## src/hw/rtl/mpt_pkg.sv

```systemverilog
// Shared types, operation codes and constants for the station presence table.
// Used by mpt_cell, mpt_proc and mac_presence_table_with_aging.
package mpt_pkg;

    localparam int unsigned TABLE_ENTRIES_DEF = 64;
    localparam int unsigned ADDR_W            = 48;
    localparam int unsigned TTL_W             = 16;
    localparam int unsigned TIME_W            = 32;
    localparam int unsigned SLOT_W            = 6;

    localparam logic [1:0] OP_SIGHT = 2'd0;
    localparam logic [1:0] OP_TICK  = 2'd1;
    localparam logic [1:0] OP_QUERY = 2'd2;

    localparam logic [TTL_W-1:0]  TTL_RESET = 16'd60;
    localparam logic [TIME_W-1:0] TIME_MAX  = 32'hFFFF_FFFF;

    typedef struct packed {
        logic              valid;
        logic [ADDR_W-1:0] addr;
        logic [TTL_W-1:0]  ttl;
        logic              offline;
        logic [TIME_W-1:0] online_time;
    } t_entry;

    typedef struct packed {
        logic [1:0]        op;
        logic [ADDR_W-1:0] addr;
        logic [TTL_W-1:0]  ttl_reload;
        logic              found;
    } t_proc_ctrl;

endpackage

```

## src/hw/rtl/mpt_proc.sv

```systemverilog
// Update unit at the head of the ring: applies a sighting, tick or query to one entry.
// Depends on mpt_pkg for the entry and control types.
module mpt_proc
    import mpt_pkg::*;
(
    input  t_entry     i_entry,
    input  t_proc_ctrl i_ctrl,
    output t_entry     o_entry,
    output logic       o_match
);

    logic              match;
    logic [TIME_W-1:0] time_inc;

    assign match = i_entry.valid && (i_entry.addr == i_ctrl.addr) && !i_ctrl.found;

    always_comb begin
        o_entry  = i_entry;
        o_match  = 1'b0;
        time_inc = i_entry.online_time;
        unique case (i_ctrl.op)
            OP_SIGHT: begin
                o_match = match;
                if (match) begin
                    o_entry.ttl = i_ctrl.ttl_reload;
                    if (i_entry.offline) begin
                        o_entry.offline     = 1'b0;
                        o_entry.online_time = '0;
                    end
                end
            end
            OP_TICK: begin
                if (i_entry.valid) begin
                    if (!i_entry.offline && (i_entry.online_time != TIME_MAX)) begin
                        time_inc = i_entry.online_time + 32'd1;
                    end
                    o_entry.online_time = time_inc;
                    if (i_entry.ttl <= 16'd1) begin
                        o_entry.offline     = 1'b1;
                        o_entry.online_time = '0;
                        o_entry.ttl         = i_ctrl.ttl_reload;
                    end else begin
                        o_entry.ttl = i_entry.ttl - 16'd1;
                    end
                end
            end
            OP_QUERY: begin
                o_match = match;
            end
            default: begin
                o_match = 1'b0;
            end
        endcase
    end

endmodule

```

## config.mk

```make
export PLATFORM = sky130hd
export DESIGN_NAME = mpt_proc
export DESIGN_NICKNAME = d
export VERILOG_FILES = /design/src/hw/rtl/mpt_pkg.sv /design/src/hw/rtl/mpt_proc.sv
export SDC_FILE = /design/constraint.sdc
export NUM_CORES = 1
export LEC_CHECK = 0
export ABC_AREA = 1
export BUFFER_PORTS_ARGS = -buffer_cell sky130_fd_sc_hd__buf_2
export CORE_AREA = 2 2 102 104
export DETAILED_ROUTE_END_ITERATION = 10
export DIE_AREA = 0 0 104 106
export MAX_ROUTING_LAYER = met4
export PLACE_DENSITY_LB_ADDON = 0.1
export SLEW_MARGIN = 20
export SYNTH_ARGS = -nofsm -noshare
export SYNTH_HDL_FRONTEND = slang
export SYNTH_SLANG_ARGS = --single-unit
```

## constraint.sdc

```tcl
create_clock -name vclk -period 1.8
set_clock_uncertainty 0.05 [all_clocks]
set_input_delay 0.18 -clock vclk [all_inputs]
set_output_delay 0.18 -clock vclk [all_outputs]
set_load 0.02 [all_outputs]
```

==> impl_results.md <==
- Seq cells: 0
- Initial Util: 0.4204
- Largest net degree at the start of global routing: 18
- Failing checks: setup timing
- Most common cell after layout, fill and taps aside: nand2_1
- Setup Viol. Count Final: 50
- Die H: 106 um
- VDD IR max: 0.1826 mV
- Reg area: 0 sq um
- Most frequent cells in the layout: nand2_1, buf_2, buf_4
- Post-layout min period: just over 2000 ps
- First-pass GRT wire length: 28660 um
- Max_slew headroom: 0.7025
- Total Nets Final: approximately 1400
- Core area: between 9000 and 10000 sq um
- Fin. Hold Viols: 0
- Status: finished with violations
- Static Leak: around 4.6 nW
- Util after Layout: 0.8370
- First-pass iteration count of the detailed router: 5
- I/O pin count: 264
- WS Path Type: input port to primary output
- Startpoint Class: input port
- Final worst-path cycle share: 1.151
- Final routed DRC violation total: 0
- Max Fclk: about 480 MHz
- Clkbuf count: 0
- Final worst slack: -271.1 ps
- Antenna Nets Post-Route: 0
- Synth-to-Final Area Change: 99.08%
- GR Util All Layers: 0.3186
- Antenna violations before repair: 1
- Routed vias/inst: approximately 5.3
- WL/cell: roughly 16 um
- Mapped cell area: 4204 sq um
- Total gr overflow: 0
- DP HPWL: ~14000 um
- Netlist cell types: 37
- Die X: approximately 100 um
- Worst Setup SP: i_entry[1]
- Gpl congestion: 0.9346
- Critical Path RT: between 1500 and 2000 ps
- Post-Synthesis Cells: 897
- Hold_sp: i_entry[84]
- PwrDens: 246.5 nW/um^2
- Mean Syn Cell Area: between 4 and 5 sq um
- Syn nets: 1065
- Initial drt markers: 581
- Critical Path AT: roughly 1800 ps
- Slew @ Worst Pin: 442.2 ps
- Layout cells sized above 1: 0.5756
- Site row count: 37
- Final wirelength: about 22000 um
- # port buffers: between 200 and 300
- RSZ-0062 raised after global routing: yes
- CP max FO: 6
- Via count: 7462
- Die area: approximately 11000 sq um
- Yosys warnings: 0
- Vias in the first global route: 6176
- Sequential area share after synthesis: 0
- Pins Over Slew Limit: 0
- # Max-Cap Violations: 0
- Crit path capture type: primary output
- Class of the worst hold path: input port to primary output
- Post-Place Worst Slack: -269.4 ps
## Yosys cell counts, types with 2 or more instances
master    count  share of area
buf_2         5         0.0060
nand2_1     295           0.26
nor4_1        3         0.0045
clkbuf_1      4         0.0036
nand3_1      79          0.094
o21ai_2       3         0.0063
o21ai_0      41          0.049
nor3_1       12          0.014
or2_2         4         0.0060
inv_2         6         0.0054
nand2_2       7          0.010
inv_1       152           0.14
xor2_1        9          0.019
nand4_1      13          0.019
xnor2_1      10          0.021
o211ai_1      6          0.011
o22ai_1       3         0.0045
nor2_2       13          0.019
a21oi_1      34          0.040
ha_1          3         0.0089
buf_4        50          0.089
o21ai_1      13          0.015
a22oi_1       4         0.0071
a31o_1        2         0.0042
nor2_1      108          0.096
nor2_4        4          0.011
buf_6         3         0.0080
nor3_2        2         0.0048
## per-stage QoR
stage	cell area (sq um)	total power [mW]	TNS (ps)	instances	hold slack, ps
detailed placement	6312	1.473	-11280	1373	547.3
global route	8369	2.190	-13520	1400	546.0
CTS	7158	1.679	-2687	1383	531.2
finish	8369	2.063	-7668	1400	538.1
global placement	6312	1.466	-9671	1373	545.3
floorplan	4204	0.8232	0	897	389.8
## path summary, 6_finish.rpt
check | to | slack [ps] | cells after the start
max | o_entry[5] | -270 | 15
min | o_entry[84] | 540 | 2
## power by group
group          leakage, nW  internal [mW]  switching [mW]    total (mW)
Sequential               0              0               0             0
Clock           0.00000634   0.0000000742               0  0.0000000742
Combinational         4.58          0.913            1.15          2.06
## metal layers
layer	vias up	track usage	wire length [um]
li1	3498	-	-
met1	3342	0.4000	8208
met2	487	0.5630	10820
met3	135	0.02023	1868
met4	0	0.07336	1211
met5	-	-	0
## kinds of logic (layout without fill, tap and decap cells)
logic type | count (synthesis) | in the layout | share of synthesized area
and+or+nand+nor | 544 | 545 | 0.5545
buffers and inverters | 221 | 586 | 0.2515
other | 0 | 1 | 0
adders and majority gates | 3 | 3 | 0.008930
xor gates and xnor gates | 19 | 19 | 0.03958
AOI/OAI and AO/OA | 110 | 110 | 0.1455
## area by class of cell
cell class,instances,area [sq um]
timing repair buffer,428,3256
tap,136,170.2
multi-input combinational,677,4314
inverter,158,626.9
fill,695,1630
antenna,1,2.502
## worst max-delay path, stage by stage
cell and delay, ps:
buf_8 110, ha_4 180, inv_4 70, nor2_4 40, nand2_4 100, nor2_4 50, nand2_4 100, nand3_4 180
nor2_2 180, inv_1 70, o21ai_0 240, nand2_2 90, nand2_2 80, inv_2 30, buf_6 120
## timing repair
action | in CTS | in global routing
pin swaps | 91 | 101
buffers inserted | 7 | 14
cloned | 3 | 2
hold buffers | 0 | 0
resized for setup | 226 | 313
endpoints found under the hold margin | 0 | 0
setup endpoints to repair | 50 | 50
Note: power is estimated with default switching activity, not from simulation.
