$ cat src/hw/rtl/mpt_pkg.sv
// Shared types, operation codes and constants for the station presence table.
// Used by mpt_cell, mpt_proc and mac_presence_table_with_aging.
package mpt_pkg;

    localparam int unsigned TABLE_ENTRIES_DEF = 64;
    localparam int unsigned ADDR_W            = 48;
    localparam int unsigned TTL_W             = 16;
    localparam int unsigned TIME_W            = 32;
    localparam int unsigned SLOT_W            = 6;

    localparam logic [1:0] OP_SIGHT = 2'd0;
    localparam logic [1:0] OP_TICK  = 2'd1;
    localparam logic [1:0] OP_QUERY = 2'd2;

    localparam logic [TTL_W-1:0]  TTL_RESET = 16'd60;
    localparam logic [TIME_W-1:0] TIME_MAX  = 32'hFFFF_FFFF;

    typedef struct packed {
        logic              valid;
        logic [ADDR_W-1:0] addr;
        logic [TTL_W-1:0]  ttl;
        logic              offline;
        logic [TIME_W-1:0] online_time;
    } t_entry;

    typedef struct packed {
        logic [1:0]        op;
        logic [ADDR_W-1:0] addr;
        logic [TTL_W-1:0]  ttl_reload;
        logic              found;
    } t_proc_ctrl;

endpackage

$ cat src/hw/rtl/mpt_cell.sv
// One storage cell of the rotating entry ring.
// Depends on mpt_pkg for the entry type.
module mpt_cell
    import mpt_pkg::*;
(
    input  logic   i_clk,
    input  logic   i_rst_n,
    input  logic   i_shift,
    input  t_entry i_shift_entry,
    input  logic   i_load,
    input  t_entry i_load_entry,
    output t_entry o_entry
);

    t_entry r_entry;
    t_entry n_entry;

    always_comb begin
        n_entry = r_entry;
        if (i_load) begin
            n_entry = i_load_entry;
        end else if (i_shift) begin
            n_entry = i_shift_entry;
        end
    end

    // Only the valid bit is cleared by reset; the other fields are read for valid entries only.
    always_ff @(posedge i_clk) begin
        if (!i_rst_n) begin
            r_entry.valid <= 1'b0;
        end else begin
            r_entry.valid <= n_entry.valid;
        end
        r_entry.addr        <= n_entry.addr;
        r_entry.ttl         <= n_entry.ttl;
        r_entry.offline     <= n_entry.offline;
        r_entry.online_time <= n_entry.online_time;
    end

    assign o_entry = r_entry;

endmodule

$ cat config.mk
export PLATFORM = sky130hd
export DESIGN_NAME = mpt_cell
export DESIGN_NICKNAME = d
export VERILOG_FILES = /design/src/hw/rtl/mpt_pkg.sv /design/src/hw/rtl/mpt_cell.sv
export SDC_FILE = /design/constraint.sdc
export NUM_CORES = 1
export LEC_CHECK = 0
export BUFFER_PORTS_ARGS = -buffer_cell sky130_fd_sc_hd__clkbuf_2
export CAP_MARGIN = 20
export CORE_AREA = 2 2 114 116
export CTS_BUF_LIST = sky130_fd_sc_hd__clkbuf_4 sky130_fd_sc_hd__clkbuf_8 sky130_fd_sc_hd__clkbuf_16
export DETAILED_ROUTE_END_ITERATION = 16
export DIE_AREA = 0 0 116 118
export HOLD_SLACK_MARGIN = 0.08
export PLACE_DENSITY = 0.72
export SLEW_MARGIN = 30
export SYNTH_ARGS = -nofsm -noshare
export SYNTH_HDL_FRONTEND = slang
export SYNTH_SLANG_ARGS = --single-unit
$ cat constraint.sdc
create_clock -name i_clk -period 3 [get_ports i_clk]
set_input_delay 0.6 -clock i_clk [delete_from_list [all_inputs] [get_ports i_clk]]
set_output_delay 0.6 -clock i_clk [all_outputs]
set_load 0.005 [all_outputs]
==> results_tabular.tex, run 1 <==
\begin{tabular}{lr}
\hline
Metric & Value \\
\hline
\multicolumn{2}{l}{\textbf{STA}} \\
Transition time at the pin with the least slew margin & 0.526 ns \\
Total negative setup slack & 0 ns \\
Skew final & 0 ns \\
Crit path time final & 1.63 ns \\
Final number of setup-violating endpoints & 0 \\
Count of pins over their slew limit & 0 \\
Final Hold Fails & 0 \\
Max Freq & just over 600 MHz \\
Post-route fraction of the period consumed by the critical path & a little over half \\
Worst slew margin relative to its limit & 65.0\% \\
RSZ-0062 raised after global routing & no \\
\multicolumn{2}{l}{\textbf{Worst setup path}} \\
Category of the worst setup path launch point & input port \\
Data required, critical path & 3.08 ns \\
Crit-path max cell delay & 0.48 ns \\
Crit Path Class & in -> reg \\
Largest fanout on the critical path & 26 \\
Endpoint type of the worst setup path & flip-flop \\
Data arrival time of the critical path & between 1.5 and 2 ns \\
Critical Path Slowest Stage Cell & sky130\_fd\_sc\_hd\_\_buf\_4 \\
Family with the most delay on the worst path & buffers and inverters \\
Worst Reg2Reg Path Length in Cells & 2 \\
Critical path, cell by cell & buf\_6 -> buf\_4 -> mux2\_4 \\
Capture point of the worst reg-to-reg path & o\_entry[97]\$\_SDFFE\_PN0P\_ \\
R2r setup slk & 2.13 ns \\
Crit path buffers/inverters & 2 \\
Launch instance of the worst register-to-register path & o\_entry[97]\$\_SDFFE\_PN0P\_ \\
\multicolumn{2}{l}{\textbf{Placed design}} \\
Final GP Congestion & 0.786 \\
I/O Buffers & 297 \\
Half-perimeter wire length of the detailed placement result & 8440 um \\
\multicolumn{2}{l}{\textbf{Clock tree}} \\
Post-CTS sizing & 0 \\
CTS H-Tree Depth & 3 \\
Count of clock tree sinks & 98 \\
Post-CTS repair timing setup buffer count & 0 \\
Clock latency at the later pin of the worst-skew pair & 0.33 ns \\
Root cell of the clock tree & sky130\_fd\_sc\_hd\_\_clkbuf\_16 \\
CTS tree & built \\
Clock transition at the registers of the reported paths & 0.06 ns \\
Number of clock buffers inserted by TritonCTS & 9 \\
Quantity of hold-fixing buffers added after cts & 0 \\
Maximum clock path buffer count & 2 \\
\multicolumn{2}{l}{\textbf{Route}} \\
Routed via count divided by cell count & $\sim$4.4 \\
DR iter-0 viols & 113 \\
Number of nets still failing antenna checks after routing & 0 \\
Length of the first detailed-routing pass in iterations & 4 \\
WL per Instance & around 16 um \\
Final routed DRC violation total & 0 \\
Final Routed Wirelength & 10800 um \\
Via count & between 2k and 3k \\
\multicolumn{2}{l}{\textbf{GRT}} \\
Grt ovf & 0 \\
Grt met3 use & 5.10\% \\
Number of global-route vias before repair & roughly 3.2k \\
Maximum number of pins on one net before global-route repair & 98 \\
Met2 global-route usage & about 29\% \\
Wire length of the first global-routing pass & roughly 16000 um \\
Met1 track demand over resource in global routing & between 10\% and 20\% \\
GRT Overall Usage & 15.3\% \\
Global routing's busiest layer & met2 \\
Initial antenna violation count & 1 \\
\multicolumn{2}{l}{\textbf{Finish}} \\
Layout fillers & 1084 \\
Proportion of layout cells with a drive suffix above 1 & 80.4\% \\
Number of flip-flops under the largest register name & 98 \\
Storage cell area & 2930 sq um \\
Most frequent cells in the layout & sky130\_fd\_sc\_hd\_\_clkbuf\_2, sky130\_fd\_sc\_hd\_\_mux2\_4, sky130\_fd\_sc\_hd\_\_edfxtp\_1, sky130\_fd\_sc\_hd\_\_clkbuf\_16, sky130\_fd\_sc\_hd\_\_clkbuf\_4 \\
P\&R area growth vs syn & 39.7\% \\
Area of the multi-input gates & 1490 sq um \\
Leading cell type in the layout, fill and taps excluded & sky130\_fd\_sc\_hd\_\_clkbuf\_2 \\
Final Core Density & 52.1\% \\
Final layout net count & 710 \\
\multicolumn{2}{l}{\textbf{Yosys}} \\
Sequential fraction of the synthesis area & a little over three fifths \\
Warning count from the yosys run & 0 \\
Post-synthesis area per instance & 22.1 sq um \\
Number of synthesized register bits & 98 \\
Yosys top cell area share & a little over three fifths \\
Cell types with the largest area share after synthesis & sky130\_fd\_sc\_hd\_\_edfxtp\_1, sky130\_fd\_sc\_hd\_\_mux2\_4, sky130\_fd\_sc\_hd\_\_buf\_12 \\
Syn\_nets & 410 \\
Mapped Area & 4630 sq um \\
Gate count of the mapped netlist & 210 \\
Number of library cell types mapped by synthesis & 9 \\
Cell taking the most area after synthesis & sky130\_fd\_sc\_hd\_\_edfxtp\_1 \\
\multicolumn{2}{l}{\textbf{Job}} \\
Number of max-cap violations & 0 \\
\multicolumn{2}{l}{\textbf{Min path}} \\
Worst hold start & i\_rst\_n \\
Class of the most critical hold timing path & in -> reg \\
Cell depth of the worst hold path & 2 \\
Min-Delay Endpoint & o\_entry[97]\$\_SDFFE\_PN0P\_ \\
\multicolumn{2}{l}{\textbf{Outcome}} \\
Outcome & finished clean \\
\multicolumn{2}{l}{\textbf{Die}} \\
Die ar. & 13700 sq um \\
DIE WIDTH & 116 um \\
Top Ports & 298 \\
Die extent in y & $\sim$120 um \\
FP Rows & 41 \\
Core Area & approximately 12000 sq um \\
Starting density of the core & 37.3\% \\
\multicolumn{2}{l}{\textbf{Power and ir drop}} \\
IR drop worst, VDD & 0.243 mV \\
Power density of the placed cells & 526 nW/um\^{}2 \\
Static leakage & approximately 0.0032 uW \\
\hline
\end{tabular}
## layout make-up
class / instances / share of cell area, %
Multi-Input combinational cell: 101 / 23.1
Sequential cell: 98 / 45.3
Antenna cell: 1 / 0.0387
Timing Repair Buffer: 300 / 23.8
Tap cell: 172 / 3.32
Clock buffer: 12 / 3.83
Clock inverter: 3 / 0.638
## worst register-to-register path, stage by stage, from the launching register on
cell and delay (ns):
sky130_fd_sc_hd__dfxtp_1 0.31, sky130_fd_sc_hd__mux2_2 0.25, sky130_fd_sc_hd__o211a_1 0.20
## power by group
group / total (uW) / switching, uW / internal [uW]
sequential: 1720 / 43.8 / 1680
combinational: 556 / 212 / 344
clock: 1130 / 458 / 667
## per-layer routing
layer,vias up,part of all wire (%),routed length (um)
met2,184,52,5660
met1,1369,35,3750
met3,16,11,1160
li1,1426,-,-
met4,0,2.1,222
met5,-,0,0
## metrics by stage
step	power, uW	instances	hold WS [ns]	setup WS (ns)	area [sq um]
global route	3560	686	0.477	1.34	6470
detailed placement	2320	671	0.609	1.02	6180
finish	3410	687	0.492	1.37	6470
floorplan	2020	210	0.603	0.393	4630
global placement	2300	671	0.595	1.06	6180
CTS	3460	686	0.468	1.39	6470
## cells by family after synthesis
kind of cell	synth area share, %
simple gates	0.270
compound gates	0.216
buf+inv	4.56
mux	31.7
flops	63.3
## synth_stat cells (all sizes together)
cell type / count
dfxtp: 1
nand2b: 1
o211a: 1
buf: 11
or2: 1
edfxtp: 97
mux2: 98
## worst max path at each step
stage | startpoint | to | slack [ns] | cells after the start
CTS | i_load | o_entry[14]$_DFFE_PP_ | 1.39 | 3
global placement | i_load | o_entry[58]$_DFFE_PP_ | 1.06 | 3
finish | i_load | o_entry[14]$_DFFE_PP_ | 1.37 | 3
global route | i_load | o_entry[14]$_DFFE_PP_ | 1.34 | 3
floorplan | i_load | o_entry[0]$_DFFE_PP_ | 0.39 | 3
detailed placement | i_load | o_entry[8]$_DFFE_PP_ | 1.02 | 3
No activity file was read; power rests on OpenSTA's default activity.
==> inputs of run 2 (changes only) <==
clock period = 1.6 ns   (was 3 ns; I/O delays follow)
==> run 2 against run 1 <==
  * Via count grew 1.0%
  * Sequential power grew 88%
  * Total power grew 84%
  * Register-to-register slack lost 1.4 ns
  * Clock power grew 74%
  * Largest cell class unchanged
==> results_tabular.tex, run 2 (synthesized netlist as in run 1, its figures left out) <==
\begin{tabular}{lr}
\hline
Metric & Value \\
\hline
\multicolumn{2}{l}{\textbf{Die}} \\
FP Rows & 41 (unchanged) \\
Die extent in y & 118 um (unchanged) \\
Top Ports & 298 (unchanged) \\
Starting density of the core & 37.3\% (unchanged) \\
Die ar. & 13700 sq um (unchanged) \\
DIE WIDTH & 116 um (unchanged) \\
Core Area & 12400 sq um (unchanged) \\
\multicolumn{2}{l}{\textbf{Clock tree}} \\
Post-CTS repair timing setup buffer count & 0 (unchanged) \\
Count of clock tree sinks & 98 (unchanged) \\
CTS tree & built (unchanged) \\
CTS H-Tree Depth & 3 (unchanged) \\
Clock transition at the registers of the reported paths & 0.07 ns (was 0.06 ns) \\
Clock latency at the later pin of the worst-skew pair & 0.34 ns (was 0.33 ns) \\
Number of clock buffers inserted by TritonCTS & 9 (unchanged) \\
Post-CTS sizing & 0 (unchanged) \\
Quantity of hold-fixing buffers added after cts & 0 (unchanged) \\
Maximum clock path buffer count & 2 (unchanged) \\
Root cell of the clock tree & sky130\_fd\_sc\_hd\_\_clkbuf\_16 (unchanged) \\
\multicolumn{2}{l}{\textbf{Finish}} \\
Most frequent cells in the layout & sky130\_fd\_sc\_hd\_\_clkbuf\_2, sky130\_fd\_sc\_hd\_\_mux2\_4, sky130\_fd\_sc\_hd\_\_edfxtp\_1, sky130\_fd\_sc\_hd\_\_clkbuf\_16, sky130\_fd\_sc\_hd\_\_buf\_4 (was sky130\_fd\_sc\_hd\_\_clkbuf\_2, sky130\_fd\_sc\_hd\_\_mux2\_4, sky130\_fd\_sc\_hd\_\_edfxtp\_1, sky130\_fd\_sc\_hd\_\_clkbuf\_16, sky130\_fd\_sc\_hd\_\_clkbuf\_4) \\
Leading cell type in the layout, fill and taps excluded & sky130\_fd\_sc\_hd\_\_clkbuf\_2 (unchanged) \\
Proportion of layout cells with a drive suffix above 1 & 80.7\% (was 80.4\%) \\
P\&R area growth vs syn & 41.1\% (was 39.7\%) \\
Antenna cell count & 0 (was 1) \\
Final layout net count & 719 (was 710) \\
Number of flip-flops under the largest register name & 98 (unchanged) \\
\multicolumn{2}{l}{\textbf{Worst setup path}} \\
Critical Path Slowest Stage Cell & sky130\_fd\_sc\_hd\_\_edfxtp\_1 (was sky130\_fd\_sc\_hd\_\_buf\_4) \\
Launch instance of the worst register-to-register path & o\_entry[97]\$\_SDFFE\_PN0P\_ (unchanged) \\
Worst Reg2Reg Path Length in Cells & 2 (unchanged) \\
Largest fanout on the critical path & 1 (was 26) \\
Logic depth of the worst setup path including buffers & 1 (was 3) \\
Setup crit end & o\_entry[67] (was o\_entry[14]\$\_DFFE\_PP\_) \\
Crit path buffers/inverters & 1 (was 2) \\
Timing startpoint of the critical path & o\_entry[67]\$\_DFFE\_PP\_ (was i\_load) \\
R2r setup slk & 0.74 ns (was 2.13 ns) \\
Data required, critical path & 1.28 ns (was 3.08 ns) \\
Family with the most delay on the worst path & flip-flops (was buffers and inverters) \\
Capture point of the worst reg-to-reg path & o\_entry[97]\$\_SDFFE\_PN0P\_ (unchanged) \\
Crit Path Class & reg -> out (was in -> reg) \\
Critical path, cell by cell & clkbuf\_2 (was buf\_6 -> buf\_4 -> mux2\_4) \\
Crit-path max cell delay & 0.41 ns (was 0.48 ns) \\
Category of the worst setup path launch point & flip-flop (was input port) \\
Data arrival time of the critical path & 0.88 ns (was 1.72 ns) \\
Endpoint type of the worst setup path & output pin (was flip-flop) \\
\multicolumn{2}{l}{\textbf{Route}} \\
Length of the first detailed-routing pass in iterations & 4 (unchanged) \\
Final routed DRC violation total & 0 (unchanged) \\
Via count & 3025 (was 2995) \\
WL per Instance & 15.6 um (was 15.7 um) \\
DR iter-0 viols & 124 (was 113) \\
Final Routed Wirelength & 10900 um (was 10800 um) \\
Routed via count divided by cell count & 4.35 (was 4.36) \\
Number of nets still failing antenna checks after routing & 0 (unchanged) \\
\multicolumn{2}{l}{\textbf{STA}} \\
Skew final & 0 ns (unchanged) \\
RSZ-0062 raised after global routing & no (unchanged) \\
Crit path time final & 1.20 ns \\
Transition time at the pin with the least slew margin & 0.276 ns (was 0.526 ns) \\
Final Hold Fails & 0 (unchanged) \\
Worst slew margin relative to its limit & 81.6\% (was 65.0\%) \\
Max Freq & 836 MHz \\
Count of pins over their slew limit & 0 (unchanged) \\
Total negative setup slack & 0 ns (unchanged) \\
Post-route fraction of the period consumed by the critical path & 74.8\% \\
Final number of setup-violating endpoints & 0 (unchanged) \\
\multicolumn{2}{l}{\textbf{GRT}} \\
Grt ovf & 0 (unchanged) \\
Initial antenna violation count & 0 (was 1) \\
Number of global-route vias before repair & 3215 (was 3152) \\
Wire length of the first global-routing pass & 15900 um (was 15600 um) \\
Maximum number of pins on one net before global-route repair & 50 (was 98) \\
GRT Overall Usage & 15.5\% (was 15.3\%) \\
\multicolumn{2}{l}{\textbf{Placed design}} \\
Half-perimeter wire length of the detailed placement result & 8710 um (was 8440 um) \\
Final GP Congestion & 0.763 (was 0.786) \\
I/O Buffers & 297 (unchanged) \\
\multicolumn{2}{l}{\textbf{Power and ir drop}} \\
Sw frac & 21.7\% (was 21.0\%) \\
Sequential group share of total power & 51.5\% (was 50.6\%) \\
Share of power burned in the clock network & 31.4\% (was 33.0\%) \\
Static leakage & 0.00326 uW (was 0.00321 uW) \\
Power dissipated by switching net loads & 1360 uW (was 714 uW) \\
Internal power consumption & 4910 uW (was 2690 uW) \\
Power density of the placed cells & 959 nW/um\^{}2 (was 526 nW/um\^{}2) \\
Combinational fraction of design power & 17.1\% (was 16.3\%) \\
IR drop worst, VDD & 0.427 mV (was 0.243 mV) \\
Overall power of the completed layout & 6270 uW (was 3410 uW) \\
\multicolumn{2}{l}{\textbf{Min path}} \\
Worst hold start & i\_rst\_n (unchanged) \\
Class of the most critical hold timing path & in -> reg (unchanged) \\
Cell depth of the worst hold path & 2 (unchanged) \\
\multicolumn{2}{l}{\textbf{Outcome}} \\
Outcome & finished clean (unchanged) \\
\multicolumn{2}{l}{\textbf{Job}} \\
Number of max-cap violations & 0 (unchanged) \\
\hline
\end{tabular}
==> run 2: worst min path at each step <==
stage | endpoint | slack, ns
floorplan | o_entry[97]$_SDFFE_PN0P_ | 0.45
global placement | o_entry[97]$_SDFFE_PN0P_ | 0.54
detailed placement | o_entry[97]$_SDFFE_PN0P_ | 0.55
CTS | o_entry[97]$_SDFFE_PN0P_ | 0.18
global route | o_entry[97]$_SDFFE_PN0P_ | 0.18
finish | o_entry[97]$_SDFFE_PN0P_ | 0.20
==> run 2: cell type report <==
type	instances	area, sq um
clock buffers	12	248
clock inverters	4	18.8
fillers	1053	5870
multi-input cells	101	1490
flip-flops and latches	98	2930
well taps	172	215
repair buffers	309	1630
==> run 2: per-layer routing <==
| metal | vias to the layer above | track usage, % | share of wire, % |
|---|---|---|---|
| met2 | 177 | 28.7 | 54 |
| met1 | 1390 | 14.7 | 34 |
| met5 | - | 0 | 0 |
| met3 | 15 | 5.97 | 11 |
| li1 | 1443 | - | - |
| met4 | 0 | 7.07 | 1.7 |
==> run 2: per-stage QoR <==
step / std cells / util (%) / hold slack [ns] / area, sq um / setup slack (ns)
final: 696 / 52.7 / 0.203 / 6540 / 0.404
after global routing: 696 / 52.7 / 0.183 / 6540 / 0.364
after CTS: 696 / 52.7 / 0.176 / 6540 / 0.373
after detailed placement: 680 / 50.5 / 0.547 / 6270 / 0.194
after global placement: 680 / 50.5 / 0.542 / 6270 / 0.222
after floorplan: 210 / - / 0.453 / 4650 / -0.173
==> run 2: worst register-to-register path, stage by stage, from the launching register on <==
cell                      delay, ns
sky130_fd_sc_hd__dfxtp_1       0.32
sky130_fd_sc_hd__mux2_2        0.25
sky130_fd_sc_hd__o211a_1       0.19
==> run 2: power by group through the flow <==
stage | sequential (uW) | combinational [uW] | clock, uW
finish | 3230 | 1070 | 1970
global route | 3260 | 1160 | 2130
CTS | 3240 | 1090 | 2050
detailed placement | 3290 | 1080 | 0
global placement | 3280 | 1060 | 0
floorplan | 3320 | 472 | 0
